<file path="config.mk">
export PLATFORM = sky130hd
export DESIGN_NAME = indexed_doubly_linked_list_top
export DESIGN_NICKNAME = d
export VERILOG_FILES = /design/src/hw/rtl/idll_pkg.sv /design/src/hw/rtl/idll_front.sv /design/src/hw/rtl/idll_back.sv /design/src/hw/rtl/indexed_doubly_linked_list_top.sv
export VERILOG_INCLUDE_DIRS = /design/src /design/src/hw/rtl
export SDC_FILE = /design/constraint.sdc
export NUM_CORES = 1
export LEC_CHECK = 0
export CAP_MARGIN = 5
export CORE_ASPECT_RATIO = 1.4
export CORE_MARGIN = 8
export CORE_UTILIZATION = 40
export CTS_CLUSTER_DIAMETER = 100
export DETAILED_ROUTE_END_ITERATION = 8
export DONT_BUFFER_PORTS = 1
export PLACE_DENSITY = 0.66
export SETUP_SLACK_MARGIN = 0.4
export SYNTH_ARGS = -nofsm -noshare
export SYNTH_HDL_FRONTEND = slang
export SYNTH_SLANG_ARGS = --single-unit
</file>
<file path="constraint.sdc">
create_clock -name clk -period 8.8 [get_ports clk]
set_clock_uncertainty 0.1 [all_clocks]
set_input_delay 0 -clock clk [delete_from_list [all_inputs] [get_ports clk]]
set_output_delay 0 -clock clk [all_outputs]
set_load 0.01 [all_outputs]
</file>
<file path="src/hw/rtl/indexed_doubly_linked_list_top_assert.svh">
// Assertion macros for the indexed list block
`ifndef INDEXED_DOUBLY_LINKED_LIST_TOP_ASSERT_SVH
`define INDEXED_DOUBLY_LINKED_LIST_TOP_ASSERT_SVH

`ifndef SYNTHESIS
`define IDLL_ASSERT_IMPLIES(lbl, ante, cons) \
  lbl: assert property (@(posedge clk) disable iff (!rst_n) (ante) |-> (cons)) \
    else $error("idll: implication check failed");
`define IDLL_ASSERT_NEXT(lbl, ante, cons) \
  lbl: assert property (@(posedge clk) disable iff (!rst_n) (ante) |=> (cons)) \
    else $error("idll: next-cycle check failed");
`else
`define IDLL_ASSERT_IMPLIES(lbl, ante, cons)
`define IDLL_ASSERT_NEXT(lbl, ante, cons)
`endif

`endif

</file>
<file path="src/hw/rtl/idll_pkg.sv">
package idll_pkg;

  localparam int DEPTH      = 16;
  localparam int VALUE_BITS = 32;
  localparam int SLOT_BITS  = 4;
  localparam int LINK_BITS  = 5;

  localparam logic [LINK_BITS-1:0] NO_SLOT = 5'h1F;

  localparam logic [2:0] MODE_ADD_HEAD  = 3'd0;
  localparam logic [2:0] MODE_ADD_TAIL  = 3'd1;
  localparam logic [2:0] MODE_INS_AFTER = 3'd2;
  localparam logic [2:0] MODE_INS_BEFOR = 3'd3;
  localparam logic [2:0] MODE_DELETE    = 3'd4;
  localparam logic [2:0] MODE_GET_POS   = 3'd5;
  localparam logic [2:0] MODE_READ      = 3'd6;

  localparam logic [2:0] KIND_NOP  = 3'd0;
  localparam logic [2:0] KIND_ADD  = 3'd1;
  localparam logic [2:0] KIND_DEL  = 3'd2;
  localparam logic [2:0] KIND_POS  = 3'd3;
  localparam logic [2:0] KIND_READ = 3'd4;

  localparam logic [1:0] ST_OK      = 2'd0;
  localparam logic [1:0] ST_FULL    = 2'd1;
  localparam logic [1:0] ST_BADSLOT = 2'd2;
  localparam logic [1:0] ST_BADPOS  = 2'd3;

  localparam int IN_BITS  = 48;
  localparam int OUT_BITS = 64;

  typedef struct packed {
    logic [2:0]            kind;
    logic [2:0]            mode;
    logic [SLOT_BITS-1:0]  slot;
    logic [SLOT_BITS-1:0]  position;
    logic [VALUE_BITS-1:0] payload;
  } req_t;

  typedef struct packed {
    logic [LINK_BITS-1:0] count;
    logic [LINK_BITS-1:0] cap;
    logic [LINK_BITS-1:0] head;
    logic [LINK_BITS-1:0] tail;
  } stat_t;

endpackage

</file>
<file path="src/hw/rtl/idll_front.sv">
module idll_front (
  input  logic                            clk,
  input  logic                            rst_n,
  input  logic                            in_tvalid,
  output logic                            in_tready,
  input  logic [idll_pkg::IN_BITS-1:0]    in_tdata,
  output logic                            q_valid,
  input  logic                            q_ready,
  output idll_pkg::req_t                  q_data
);
  import idll_pkg::*;

  req_t       q_r [2];
  logic       wp_r, rp_r;
  logic [1:0] fill_r;
  req_t       dec;
  logic       push, pop;

  always_comb begin
    dec.mode     = in_tdata[2:0];
    dec.slot     = in_tdata[6:3];
    dec.position = in_tdata[10:7];
    dec.payload  = in_tdata[42:11];
    unique case (in_tdata[2:0])
      MODE_ADD_HEAD, MODE_ADD_TAIL, MODE_INS_AFTER, MODE_INS_BEFOR: dec.kind = KIND_ADD;
      MODE_DELETE:  dec.kind = KIND_DEL;
      MODE_GET_POS: dec.kind = KIND_POS;
      MODE_READ:    dec.kind = KIND_READ;
      default:      dec.kind = KIND_NOP;
    endcase
  end

  assign in_tready = (fill_r != 2'd2);
  assign q_valid   = (fill_r != 2'd0);
  assign q_data    = q_r[rp_r];
  assign push      = in_tvalid && in_tready;
  assign pop       = q_valid && q_ready;

  always_ff @(posedge clk) begin
    if (push) q_r[wp_r] <= dec;
  end

  always_ff @(posedge clk) begin
    if (!rst_n) begin
      wp_r   <= 1'b0;
      rp_r   <= 1'b0;
      fill_r <= 2'd0;
    end else begin
      if (push) wp_r <= ~wp_r;
      if (pop)  rp_r <= ~rp_r;
      fill_r <= fill_r + {1'b0, push} - {1'b0, pop};
    end
  end

endmodule

</file>
<file path="src/hw/rtl/idll_back.sv">
module idll_back (
  input  logic                            clk,
  input  logic                            rst_n,
  input  logic                            q_valid,
  output logic                            q_ready,
  input  idll_pkg::req_t                  q_data,
  input  logic                            cfg_valid,
  input  logic [4:0]                      cfg_data,
  output logic                            out_tvalid,
  input  logic                            out_tready,
  output logic [idll_pkg::OUT_BITS-1:0]   out_tdata,
  output idll_pkg::stat_t                 stat
);
  import idll_pkg::*;

  localparam logic [2:0] S_IDLE  = 3'd0;
  localparam logic [2:0] S_ALLOC = 3'd1;
  localparam logic [2:0] S_LINK  = 3'd2;
  localparam logic [2:0] S_DEL   = 3'd3;
  localparam logic [2:0] S_WALK  = 3'd4;
  localparam logic [2:0] S_HOP   = 3'd5;
  localparam logic [2:0] S_RD    = 3'd6;
  localparam logic [2:0] S_DONE  = 3'd7;

  logic [VALUE_BITS-1:0] val_mem [DEPTH];
  logic [LINK_BITS-1:0]  nx_mem  [DEPTH];
  logic [LINK_BITS-1:0]  pv_mem  [DEPTH];
  logic [SLOT_BITS-1:0]  stk_mem [DEPTH];

  logic [VALUE_BITS-1:0] val_rd;
  logic [LINK_BITS-1:0]  nx_rd, pv_rd;
  logic [SLOT_BITS-1:0]  stk_rd;

  logic [SLOT_BITS-1:0]  val_ra, nx_ra, pv_ra, stk_ra;
  logic                  val_we, nx_we, pv_we, stk_we;
  logic [SLOT_BITS-1:0]  val_wa, nx_wa, pv_wa, stk_wa;
  logic [LINK_BITS-1:0]  nx_wd, pv_wd;

  logic [2:0]            state_r, state_nxt;
  req_t                  req_r, req_nxt;
  logic [4:0]            cap_r, cap_nxt, cnt_r, cnt_nxt;
  logic [4:0]            head_r, head_nxt, tail_r, tail_nxt;
  logic [DEPTH-1:0]      used_r, used_nxt, stkw_r, stkw_nxt;
  logic [SLOT_BITS-1:0]  sp_r, sp_nxt, n_r, n_nxt, cur_r, cur_nxt, idx_r, idx_nxt;
  logic                  bnx_r, bnx_nxt, bpv_r, bpv_nxt;
  logic [SLOT_BITS-1:0]  bnxa_r, bnxa_nxt, bpva_r, bpva_nxt;
  logic [1:0]            rst_r, rst_nxt;
  logic [4:0]            rs_r, rs_nxt, rn_r, rn_nxt, rp_r, rp_nxt;
  logic [VALUE_BITS-1:0] rv_r, rv_nxt;
  logic                  ov_r, ov_nxt;
  logic [OUT_BITS-1:0]   od_r, od_nxt;

  logic [SLOT_BITS-1:0]  sp_pop, sp_push, n_new;
  logic [4:0]            t_link, q_link, p_link;
  logic [4:0]            cap_w;

  always_ff @(posedge clk) begin
    if (val_we) val_mem[val_wa] <= req_r.payload;
    val_rd <= val_mem[val_ra];
  end
  always_ff @(posedge clk) begin
    if (nx_we) nx_mem[nx_wa] <= nx_wd;
    nx_rd <= nx_mem[nx_ra];
  end
  always_ff @(posedge clk) begin
    if (pv_we) pv_mem[pv_wa] <= pv_wd;
    pv_rd <= pv_mem[pv_ra];
  end
  always_ff @(posedge clk) begin
    if (stk_we) stk_mem[stk_wa] <= req_r.slot;
    stk_rd <= stk_mem[stk_ra];
  end

  assign sp_pop  = 4'(cap_r - cnt_r - 5'd1);
  assign sp_push = 4'(cap_r - cnt_r);
  // never-pushed stack entries are not read; their reset order is computed instead
  assign n_new   = stkw_r[sp_r] ? stk_rd : 4'(cap_r - 5'd1 - {1'b0, sp_r});
  assign t_link  = (req_r.mode == MODE_INS_AFTER) ? nx_rd : pv_rd;
  assign q_link  = nx_rd;
  assign p_link  = pv_rd;
  assign cap_w   = (cfg_data == 5'd0) ? 5'd1 :
                   (cfg_data > 5'(DEPTH)) ? 5'(DEPTH) : cfg_data;

  assign q_ready    = (state_r == S_IDLE);
  assign out_tvalid = ov_r;
  assign out_tdata  = od_r;
  assign stat.count = cnt_r;
  assign stat.cap   = cap_r;
  assign stat.head  = head_r;
  assign stat.tail  = tail_r;

  always_comb begin
    state_nxt = state_r; req_nxt = req_r;
    cap_nxt = cap_r; cnt_nxt = cnt_r; head_nxt = head_r; tail_nxt = tail_r;
    used_nxt = used_r; stkw_nxt = stkw_r;
    sp_nxt = sp_r; n_nxt = n_r; cur_nxt = cur_r; idx_nxt = idx_r;
    bnx_nxt = bnx_r; bpv_nxt = bpv_r; bnxa_nxt = bnxa_r; bpva_nxt = bpva_r;
    rst_nxt = rst_r; rs_nxt = rs_r; rn_nxt = rn_r; rp_nxt = rp_r; rv_nxt = rv_r;
    ov_nxt = ov_r; od_nxt = od_r;
    val_ra = cur_r; nx_ra = cur_r; pv_ra = cur_r; stk_ra = sp_pop;
    val_we = 1'b0; nx_we = 1'b0; pv_we = 1'b0; stk_we = 1'b0;
    val_wa = n_new; nx_wa = n_new; pv_wa = n_new; stk_wa = sp_push;
    nx_wd = NO_SLOT; pv_wd = NO_SLOT;

    if (ov_r && out_tready) ov_nxt = 1'b0;

    unique case (state_r)
      S_IDLE: begin
        nx_ra = q_data.slot;
        pv_ra = q_data.slot;
        if (q_valid) begin
          req_nxt = q_data;
          rst_nxt = ST_OK; rs_nxt = NO_SLOT; rn_nxt = NO_SLOT; rp_nxt = NO_SLOT;
          rv_nxt = '0;
          state_nxt = S_DONE;
          unique case (q_data.kind)
            KIND_ADD: begin
              if (cnt_r >= cap_r) rst_nxt = ST_FULL;
              else if (q_data.mode[1] && !used_r[q_data.slot]) rst_nxt = ST_BADSLOT;
              else begin
                sp_nxt = sp_pop;
                state_nxt = S_ALLOC;
              end
            end
            KIND_DEL: begin
              if (!used_r[q_data.slot]) rst_nxt = ST_BADSLOT;
              else state_nxt = S_DEL;
            end
            KIND_POS: begin
              if ({1'b0, q_data.position} >= cnt_r) rst_nxt = ST_BADPOS;
              else begin
                cur_nxt = head_r[3:0];
                idx_nxt = q_data.position;
                state_nxt = S_WALK;
              end
            end
            KIND_READ: begin
              if (!used_r[q_data.slot]) rst_nxt = ST_BADSLOT;
              else begin
                cur_nxt = q_data.slot;
                idx_nxt = '0;
                state_nxt = S_WALK;
              end
            end
            default: ;
          endcase
        end
      end
      S_ALLOC: begin
        n_nxt = n_new;
        val_we = 1'b1;
        nx_we = 1'b1;
        pv_we = 1'b1;
        used_nxt[n_new] = 1'b1;
        cnt_nxt = cnt_r + 5'd1;
        bnx_nxt = 1'b0; bpv_nxt = 1'b0;
        case (req_r.mode)
          MODE_ADD_HEAD: begin
            nx_wd = head_r; pv_wd = NO_SLOT;
            bpv_nxt = (head_r != NO_SLOT); bpva_nxt = head_r[3:0];
            head_nxt = {1'b0, n_new};
            if (tail_r == NO_SLOT) tail_nxt = {1'b0, n_new};
          end
          MODE_ADD_TAIL: begin
            nx_wd = NO_SLOT; pv_wd = tail_r;
            bnx_nxt = (tail_r != NO_SLOT); bnxa_nxt = tail_r[3:0];
            tail_nxt = {1'b0, n_new};
            if (head_r == NO_SLOT) head_nxt = {1'b0, n_new};
          end
          MODE_INS_AFTER: begin
            nx_wd = t_link; pv_wd = {1'b0, req_r.slot};
            bnx_nxt = 1'b1; bnxa_nxt = req_r.slot;
            bpv_nxt = (t_link != NO_SLOT); bpva_nxt = t_link[3:0];
            if (t_link == NO_SLOT) tail_nxt = {1'b0, n_new};
          end
          default: begin
            nx_wd = {1'b0, req_r.slot}; pv_wd = t_link;
            bpv_nxt = 1'b1; bpva_nxt = req_r.slot;
            bnx_nxt = (t_link != NO_SLOT); bnxa_nxt = t_link[3:0];
            if (t_link == NO_SLOT) head_nxt = {1'b0, n_new};
          end
        endcase
        rs_nxt = {1'b0, n_new};
        rn_nxt = nx_wd;
        rp_nxt = pv_wd;
        state_nxt = S_LINK;
      end
      S_LINK: begin
        nx_we = bnx_r; nx_wa = bnxa_r; nx_wd = {1'b0, n_r};
        pv_we = bpv_r; pv_wa = bpva_r; pv_wd = {1'b0, n_r};
        state_nxt = S_DONE;
      end
      S_DEL: begin
        if (p_link != NO_SLOT) begin
          nx_we = 1'b1; nx_wa = p_link[3:0]; nx_wd = q_link;
        end else head_nxt = q_link;
        if (q_link != NO_SLOT) begin
          pv_we = 1'b1; pv_wa = q_link[3:0]; pv_wd = p_link;
        end else tail_nxt = p_link;
        used_nxt[req_r.slot] = 1'b0;
        stk_we = 1'b1;
        stkw_nxt[sp_push] = 1'b1;
        cnt_nxt = cnt_r - 5'd1;
        rs_nxt = {1'b0, req_r.slot};
        rn_nxt = q_link;
        rp_nxt = p_link;
        state_nxt = S_DONE;
      end
      S_WALK: begin
        state_nxt = (idx_r == '0) ? S_RD : S_HOP;
      end
      S_HOP: begin
        cur_nxt = nx_rd[3:0];
        idx_nxt = idx_r - 4'd1;
        state_nxt = S_WALK;
      end
      S_RD: begin
        rs_nxt = {1'b0, cur_r};
        rv_nxt = val_rd;
        rn_nxt = nx_rd;
        rp_nxt = pv_rd;
        state_nxt = S_DONE;
      end
      S_DONE: begin
        if (!ov_r || out_tready) begin
          ov_nxt = 1'b1;
          od_nxt = {cnt_r, tail_r, head_r, rp_r, rn_r, rv_r, rs_r, rst_r};
          state_nxt = S_IDLE;
        end
      end
      default: state_nxt = S_IDLE;
    endcase

    // a capacity write empties the list
    if (cfg_valid) begin
      cap_nxt = cap_w;
      cnt_nxt = '0;
      head_nxt = NO_SLOT;
      tail_nxt = NO_SLOT;
      used_nxt = '0;
      stkw_nxt = '0;
    end
  end

  always_ff @(posedge clk) begin
    req_r <= req_nxt; sp_r <= sp_nxt; n_r <= n_nxt; cur_r <= cur_nxt; idx_r <= idx_nxt;
    bnxa_r <= bnxa_nxt; bpva_r <= bpva_nxt; bnx_r <= bnx_nxt; bpv_r <= bpv_nxt;
    rst_r <= rst_nxt; rs_r <= rs_nxt; rn_r <= rn_nxt; rp_r <= rp_nxt; rv_r <= rv_nxt;
    od_r <= od_nxt;
  end

  always_ff @(posedge clk) begin
    if (!rst_n) begin
      state_r <= S_IDLE;
      cap_r   <= 5'(DEPTH);
      cnt_r   <= '0;
      head_r  <= NO_SLOT;
      tail_r  <= NO_SLOT;
      used_r  <= '0;
      stkw_r  <= '0;
      ov_r    <= 1'b0;
    end else begin
      state_r <= state_nxt;
      cap_r   <= cap_nxt;
      cnt_r   <= cnt_nxt;
      head_r  <= head_nxt;
      tail_r  <= tail_nxt;
      used_r  <= used_nxt;
      stkw_r  <= stkw_nxt;
      ov_r    <= ov_nxt;
    end
  end

endmodule

</file>
<file path="src/hw/rtl/indexed_doubly_linked_list_top.sv">
// channel  dir  handshake                   data
// in       in   in_tvalid / in_tready       in_tdata   48b request word
// out      out  out_tvalid / out_tready     out_tdata  64b result word
// cfg      in   cfg_valid / cfg_ready       cfg_data   capacity
//
// Two-entry request queue in front; the back end runs one word at a time.
// Add/insert: alloc, link, done; delete: del, done; read: walk, rd, done; get
// position adds a registered next-link read per hop; full/bad requests: done.
// Result register lets a finished word wait while the queue keeps filling.
// rst_n is synchronous: empty list, capacity 16. A cfg write empties the list.
module indexed_doubly_linked_list_top (
  input  logic        clk,
  input  logic        rst_n,
  input  logic        in_tvalid,
  output logic        in_tready,
  // mode[2:0] slot[6:3] position[10:7] payload[42:11], zero pad
  input  logic [47:0] in_tdata,
  output logic        out_tvalid,
  input  logic        out_tready,
  // status[1:0] result_slot[6:2] slot_value[38:7] next_slot[43:39]
  // prev_slot[48:44] head_slot[53:49] tail_slot[58:54] list_size[63:59]
  output logic [63:0] out_tdata,
  input  logic        cfg_valid,
  output logic        cfg_ready,
  input  logic [4:0]  cfg_data
);
  import idll_pkg::*;

  logic  q_valid, q_ready;
  req_t  q_data;
  stat_t stat;

  assign cfg_ready = 1'b1;

  idll_front u_front (
    .clk, .rst_n, .in_tvalid, .in_tready, .in_tdata,
    .q_valid, .q_ready, .q_data
  );

  idll_back u_back (
    .clk, .rst_n, .q_valid, .q_ready, .q_data,
    .cfg_valid, .cfg_data,
    .out_tvalid, .out_tready, .out_tdata, .stat
  );

`include "indexed_doubly_linked_list_top_assert.svh"

  `IDLL_ASSERT_IMPLIES(a_size_cap, 1'b1, stat.count <= stat.cap)
  `IDLL_ASSERT_IMPLIES(a_empty_head, stat.count == 5'd0, stat.head == NO_SLOT && stat.tail == NO_SLOT)
  `IDLL_ASSERT_IMPLIES(a_head_tail, stat.head == NO_SLOT, stat.tail == NO_SLOT)
  `IDLL_ASSERT_NEXT(a_cfg_clear, cfg_valid && cfg_ready, stat.count == 5'd0)

endmodule

</file>
==> results of run 1 <==
==> worst reg2reg max path, stage by stage (launching register included) <==
cell,delay [ns]
dfxtp_1,0.58
inv_1,0.55
nand2_1,0.54
inv_1,0.84
nand2_1,0.28
or3_1,0.56
o22ai_4,0.23
buf_4,0.60
==> routing by layer <==
metal | track usage [%] | vias up
met4 | 6.13 | 0
li1 | - | 9284
met2 | 29.6 | 831
met5 | 0 | -
met1 | 20.1 | 11200
met3 | 3.00 | 212
==> cell usage after synthesis (26+ instances only) <==
| cell | n |
|---|---|
| edfxtp_1 | 1006 |
| mux4_2 | 226 |
| dfxtp_1 | 107 |
| nor2_1 | 105 |
| nand2_1 | 94 |
| clkbuf_1 | 78 |
| o21ai_0 | 66 |
| a21oi_1 | 60 |
| mux2_2 | 49 |
| inv_1 | 48 |
| and2_1 | 42 |
| o21a_1 | 42 |
| mux2i_1 | 40 |
| o22ai_1 | 30 |
| ha_1 | 26 |
==> final timing paths <==
kind,end,slack (ns),depth (start not counted)
worst min register to register,u_back.out_tdata[14]$_DFFE_PP_,0.32,0
worst max register to register,u_back.val_mem[4][6]$_DFFE_PP_,4.11,7
worst min-delay path,u_front.q_r[0][42]$_DFFE_PP_,0.08,1
worst max-delay path,u_back.val_mem[4][6]$_DFFE_PP_,4.11,7
==> kinds of logic after synthesis <==
kind of cell	after synthesis	synth area share, %
compound gates	266	3.93
xor+xnor	17	0.347
fa+ha+maj	29	0.898
buf+inv	156	1.41
flops	1113	75.4
mux	317	14.2
other cells	1	0.00874
simple gates	344	3.84
==> state kept, by name (all words and copies together), names as in the netlist, 5 cells and up, named ones only <==
register          flops
u_back.cap_r          5
u_back.cnt_r          5
u_back.head_r         5
u_back.nx_mem        80
u_back.nx_rd          5
u_back.out_tdata     64
u_back.p_link         5
u_back.pv_mem        80
u_back.req_r         39
u_back.rn_r           5
u_back.rp_r           5
u_back.rs_r           5
u_back.rv_r          32
u_back.stk_mem       64
u_back.stkw_r        16
u_back.tail_r         5
u_back.used_r        16
u_back.val_mem      512
u_back.val_rd        32
u_front.q_r          92
==> per-stage QoR <==
stage | util, % | worst slack, ns | std cells | power [mW] | instance area, um^2
4_1_cts | 46.2 | 4.20 | 3917 | 14.6 | 49400
5_1_grt | 46.2 | 3.90 | 3918 | 15.0 | 49400
2_1_floorplan | - | 4.00 | 2243 | 8.85 | 42900
3_5_place_dp | 42.1 | 4.21 | 3624 | 10.0 | 44900
3_3_place_gp | 42.1 | 4.33 | 3624 | 9.90 | 44900
6_report | 46.3 | 4.11 | 3920 | 14.5 | 49400
==> power by group through the flow <==
| stage | Clock, mW | Sequential, mW | Combinational [mW] |
|---|---|---|---|
| floorplan | 0 | 7.00 | 1.85 |
| global placement | 0 | 7.22 | 2.68 |
| detailed placement | 0 | 7.26 | 2.74 |
| CTS | 4.68 | 7.16 | 2.79 |
| global route | 4.86 | 7.22 | 2.96 |
| finish | 4.58 | 7.16 | 2.76 |
==> final cells by class <==
class	count	area, um^2	share of cell area, %
multi-input cells	974	10200	20.6
flip-flops and latches	1113	32400	65.5
inverters	48	180	0.365
clock buffers	129	2750	5.56
clock inverters	65	742	1.50
repair buffers	148	1370	2.78
well taps	1440	1800	3.65
diodes	3	7.51	0.0152
==> placed cells by master (no fill, tap or decap), types with 20 or more instances in the layout <==
| cell | n |
|---|---|
| a21oi_1 | 60 |
| and2_1 | 42 |
| nor2_1 | 104 |
| ha_1 | 26 |
| o21a_1 | 42 |
| edfxtp_1 | 1006 |
| mux4_2 | 226 |
| clkbuf_16 | 104 |
| buf_4 | 48 |
| dlygate4sd3_1 | 99 |
| nand3_1 | 21 |
| o21ai_0 | 65 |
| mux2i_1 | 37 |
| inv_1 | 47 |
| dfxtp_1 | 106 |
| mux2_2 | 49 |
| nand2_1 | 93 |
| clkbuf_1 | 20 |
==> qor.yml, run 1 <==
run_status: "complete, no violations"
ys_seq_area_share_pct: 75.4
synthArstFlopShare_pct: 0
grt_pass1_wl_um: 147000
yosysTopAreaCell: "edfxtp_1"
slowest_delay_ns: 0.83
synthesis.nets: 2330
critPathMaxFanout: 33
drt-initial-drc-count: 1972
core_area_mm2: 0.107
worstSetupPathType: "reg -> reg"
cts.clk_slew.worst_paths_ns: 0.07
globalRouteTotalUtil_pct: 16.6
hold_viol: 0
viasPerCell: 5.48
grt_pass1_vias: 22600
drc_errors: 0
setup_viol: 0
slowest_stage: "inv_1"
dr.pass1.iters: 7
seqPwrFrac_pct: 49.4
syn2layout_area_growth_pct: 15.1
synth_top_area_share_pct: 70.4
path_buf_inv: 3
comb_power_share_pct: 19.0
hold_slack_ns: 0.0773
crit_path_cell_trace: "inv_1 -> nand2_1 -> inv_1 -> nand2_1 -> or3_1 -> o22ai_4 -> buf_4"
clock_latency_ns: 0.70
synthCells: 2243
yosysWarnings: 0
syn_area_mm2: 0.0429
cp-end-kind: "flip-flop"
vdd_ir_drop_max_v: 0.000198
r2r-start: "u_back.state_r[1]$_SDFFE_PN0P_"
wl_um: 99400
worst_slew_pin_slew_ns: 1.15
io_buffers: 0
rsz0062_at_grt: "no"
relSlewSlack_pct: 22.5
post_cts_resized: 0
htree_levels: 3
cts_hold_buffers: 99
cts_root_buf: "clkbuf_16"
period_minus_slack_ns: 4.69
synth-seq-cells: 1113
synthFlopType: "edfxtp_1"
synthTopCellsByArea: "edfxtp_1, mux4_2, dfxtp_1"
intPower_mw: 10.4
timing.final.crit_share_pct: 53.3
maxCapViolations: 0
dieHeight_um: 404
postCtsSetupRepairBufs: 0
p_leak_nw: 15.8
drive_gt1_share_pct: 20.8
vias: 21500
critPathArrivalTime_ns: 4.91
grt_max_degree: 131
wl_per_cell_um: 25.4
switching_power_mw: 4.11
dr.max_layer_used: "met4"
drt-met1-wl_um: 37900
dieArea_mm2: 0.118
fp-row-count: 142
max-clock-path-buffers: 3
fin_tns_setup_ns: 0
place_hpwl_um: 57700
io_pins: 125
power_per_cell_area_mw_per_mm2: 294
timing.fmax_mhz: 213
wl_met3_um: 6150
cp-start-kind: "flip-flop"
drv_slew: 0
numCtsBuffers: 103
antenna_left: 0
synth_area_per_cell_um2: 19.1
worstPathRequired_ns: 9.02
power.share.clock_pct: 31.6
route.met2.wl_um: 52100
critical_path.startpoint: "u_back.state_r[1]$_SDFFE_PN0P_"
start_util_pct: 40.2
num-fill-cells: 8776
cts.sinks: 1113
cts_tree: "yes"
fp.dieW_um: 293
nNetsFinal: 2475
hold_class: "in -> reg"
swShare_pct: 28.3
hp-start: "in_tdata[2]"
place.gp.congestion: 0.891
gr-total-overflow: 0
synth.distinct_cells: 64
synth_edf_count: 1006
antenna_found_initial: 2
cp_top_family: "buffers and inverters"
Power figures use the tool's default switching activity.
==> run 2: changes to the inputs <==
--- a/config.mk
+++ b/config.mk
@@ -13,7 +13,7 @@
 export CTS_CLUSTER_DIAMETER = 100
 export DETAILED_ROUTE_END_ITERATION = 8
 export DONT_BUFFER_PORTS = 1
-export PLACE_DENSITY = 0.66
+export PLACE_DENSITY = 0.68
 export SETUP_SLACK_MARGIN = 0.4
 export SYNTH_ARGS = -nofsm -noshare
 export SYNTH_HDL_FRONTEND = slang
==> constraint.sdc (replaced) <==
create_clock -name clk -period 4.25 [get_ports clk]
set_clock_uncertainty 0.1 [all_clocks]
set_input_delay 0 -clock clk [delete_from_list [all_inputs] [get_ports clk]]
set_output_delay 0 -clock clk [all_outputs]
set_load 0.01 [all_outputs]
==> run 2 against run 1 <==
- wire length shrank 0.15%
- worst setup slack worse by 3.4 ns
- cell count is 0.54% higher
- final area is 1.1% higher
- die area did not move
- global-route usage barely moved
- first-iteration DRC count increased by 8.3%
- critical endpoint is now u_back.nx_mem[1][2]$_DFFE_PP_
- largest power group unchanged
==> qor.yml, run 2 (synthesized netlist as in run 1, its figures left out) <==
run_status: "complete, no violations"
grt_pass1_vias: 22700
whs_path_depth: 1
wl_met3_um: 6130
rsz0062_at_grt: "no"
wl_um: 99300
final_common_cell: "edfxtp_1"
place_hpwl_um: 59100
cts.sinks: 1113
cts_root_buf: "clkbuf_16"
dp.cells: 3642
timing.fmax_mhz: 280
dr.pass1.iters: 5
timing.final.crit_share_pct: 84.1
reg2reg_setup_slack_ns: 0.68
gr-total-overflow: 0
htree_levels: 3
worstSetupPathType: "reg -> reg"
cp-start-kind: "flip-flop"
cts.clk_slew.worst_paths_ns: 0.07
drc_errors: 0
grt_max_degree: 130
setup_viol: 0
wl_per_cell_um: 25.2
dieHeight_um: 404
maxCapViolations: 0
largest_reg_flops: 512
cp-end-kind: "flip-flop"
start_util_pct: 40.2
cts_tree: "yes"
numCtsBuffers: 104
clock_latency_ns: 0.71
core_area_mm2: 0.107
dieArea_mm2: 0.118
route.met2.wl_um: 51400
place.gp.congestion: 0.900
drt-met1-wl_um: 38900
p_leak_nw: 16.0
ff2ff_path_depth: 8
period_minus_slack_ns: 3.57
layout_common_cells: "edfxtp_1, mux4_2, dfxtp_1"
critPathMaxFanout: 9
top_regs: "u_back.val_mem x512, u_front.q_r x92"
grt_pass1_wl_um: 147000
worstPathRequired_ns: 4.50
nNetsFinal: 2496
syn2layout_area_growth_pct: 16.4
fin_tns_setup_ns: 0
finalPower_mw: 30.4
globalRouteTotalUtil_pct: 16.6
vias: 21600
io_buffers: 0
worst_slew_pin_slew_ns: 1.10
dr.max_layer_used: "met4"
fp-row-count: 142
relSlewSlack_pct: 25.0
max-clock-path-buffers: 3
drive_gt1_share_pct: 21.7
power_per_cell_area_mw_per_mm2: 608
antenna_found_initial: 5
stdcell_count: 3941
io_pins: 125
antenna_left: 0
viasPerCell: 5.48
drt-initial-drc-count: 2135
drv_slew: 0
critPathArrivalTime_ns: 3.83
vdd_ir_drop_max_v: 0.000498
hold_class: "in -> reg"
fp.dieW_um: 293
regMostFlops: "u_back.val_mem"
hold_viol: 0
## run 2: changes by cell type in the layout (fill, tap and decap cells not counted), sizes merged
| cell | change |
|---|---|
| clkinvlp | -5 |
| clkinv | -3 |
| inv | -2 |
| bufinv | +1 |
| diode | +1 |
| buf | +19 |
| dlygate4sd3 | +1 |
| clkbuf | +9 |
## run 2: repair_timing
item                       4_1_cts  5_1_grt
resized for setup                1        4
hold buffers                   100        0
setup endpoints to repair        5      105
buffers inserted                 0        1
hold endpoints to repair       199        0
## run 2: worst paths after layout
path | from | to
setup / recovery | u_back.sp_r[0]$_DFFE_PP_ | u_back.nx_mem[1][2]$_DFFE_PP_
hold / removal | in_tvalid | u_front.q_r[1][37]$_DFFE_PP_
hold reg to reg | u_back.rv_r[14]$_SDFFCE_PN0P_ | u_back.out_tdata[21]$_DFFE_PP_
setup reg to reg | u_back.sp_r[0]$_DFFE_PP_ | u_back.nx_mem[1][2]$_DFFE_PP_
## run 2: per-layer routing
layer / global-route usage, % / vias up
met5: 0 / -
met4: 5.92 / 0
met3: 2.79 / 193
met2: 29.1 / 797
met1: 20.7 / 11300
li1: - / 9311
## run 2: through the flow
stage	cell area (um^2)	worst slack (ns)	util (%)	hold slack (ns)
2_1_floorplan	43000	0.167	-	-0.00113
3_3_place_gp	45300	0.470	42.4	-0.00919
3_5_place_dp	45300	0.442	42.4	-0.00773
4_1_cts	49900	0.468	46.7	0.0419
5_1_grt	49900	0.546	46.8	0.0746
6_report	49900	0.676	46.8	0.0611
## run 2: worst max-delay path, stage by stage (launching register included)
cell and delay [ns]:
edfxtp_1 0.38, buf_4 0.20, mux2i_1 0.12, mux4_2 0.57
mux2_4 0.40, mux2i_2 0.48, o22ai_1 0.27, nand2b_1 0.28
nor2_1 0.40
## run 2: area by class of cell
cell class	count	area, um^2
antenna	4	10.0
clock buffer	138	2820
clock inverter	56	777
fill	8761	56800
inverter	48	180
multi-input combinational	974	10200
sequential	1113	32400
tap	1440	1800
timing repair buffer	168	1790
## run 2: where the power goes
part / switching, mW / internal [mW] / total (mW)
combinational: 3.56 / 2.28 / 5.85
sequential: 0.914 / 13.9 / 14.8
clock: 4.09 / 5.58 / 9.66
total: 8.56 / 21.8 / 30.4
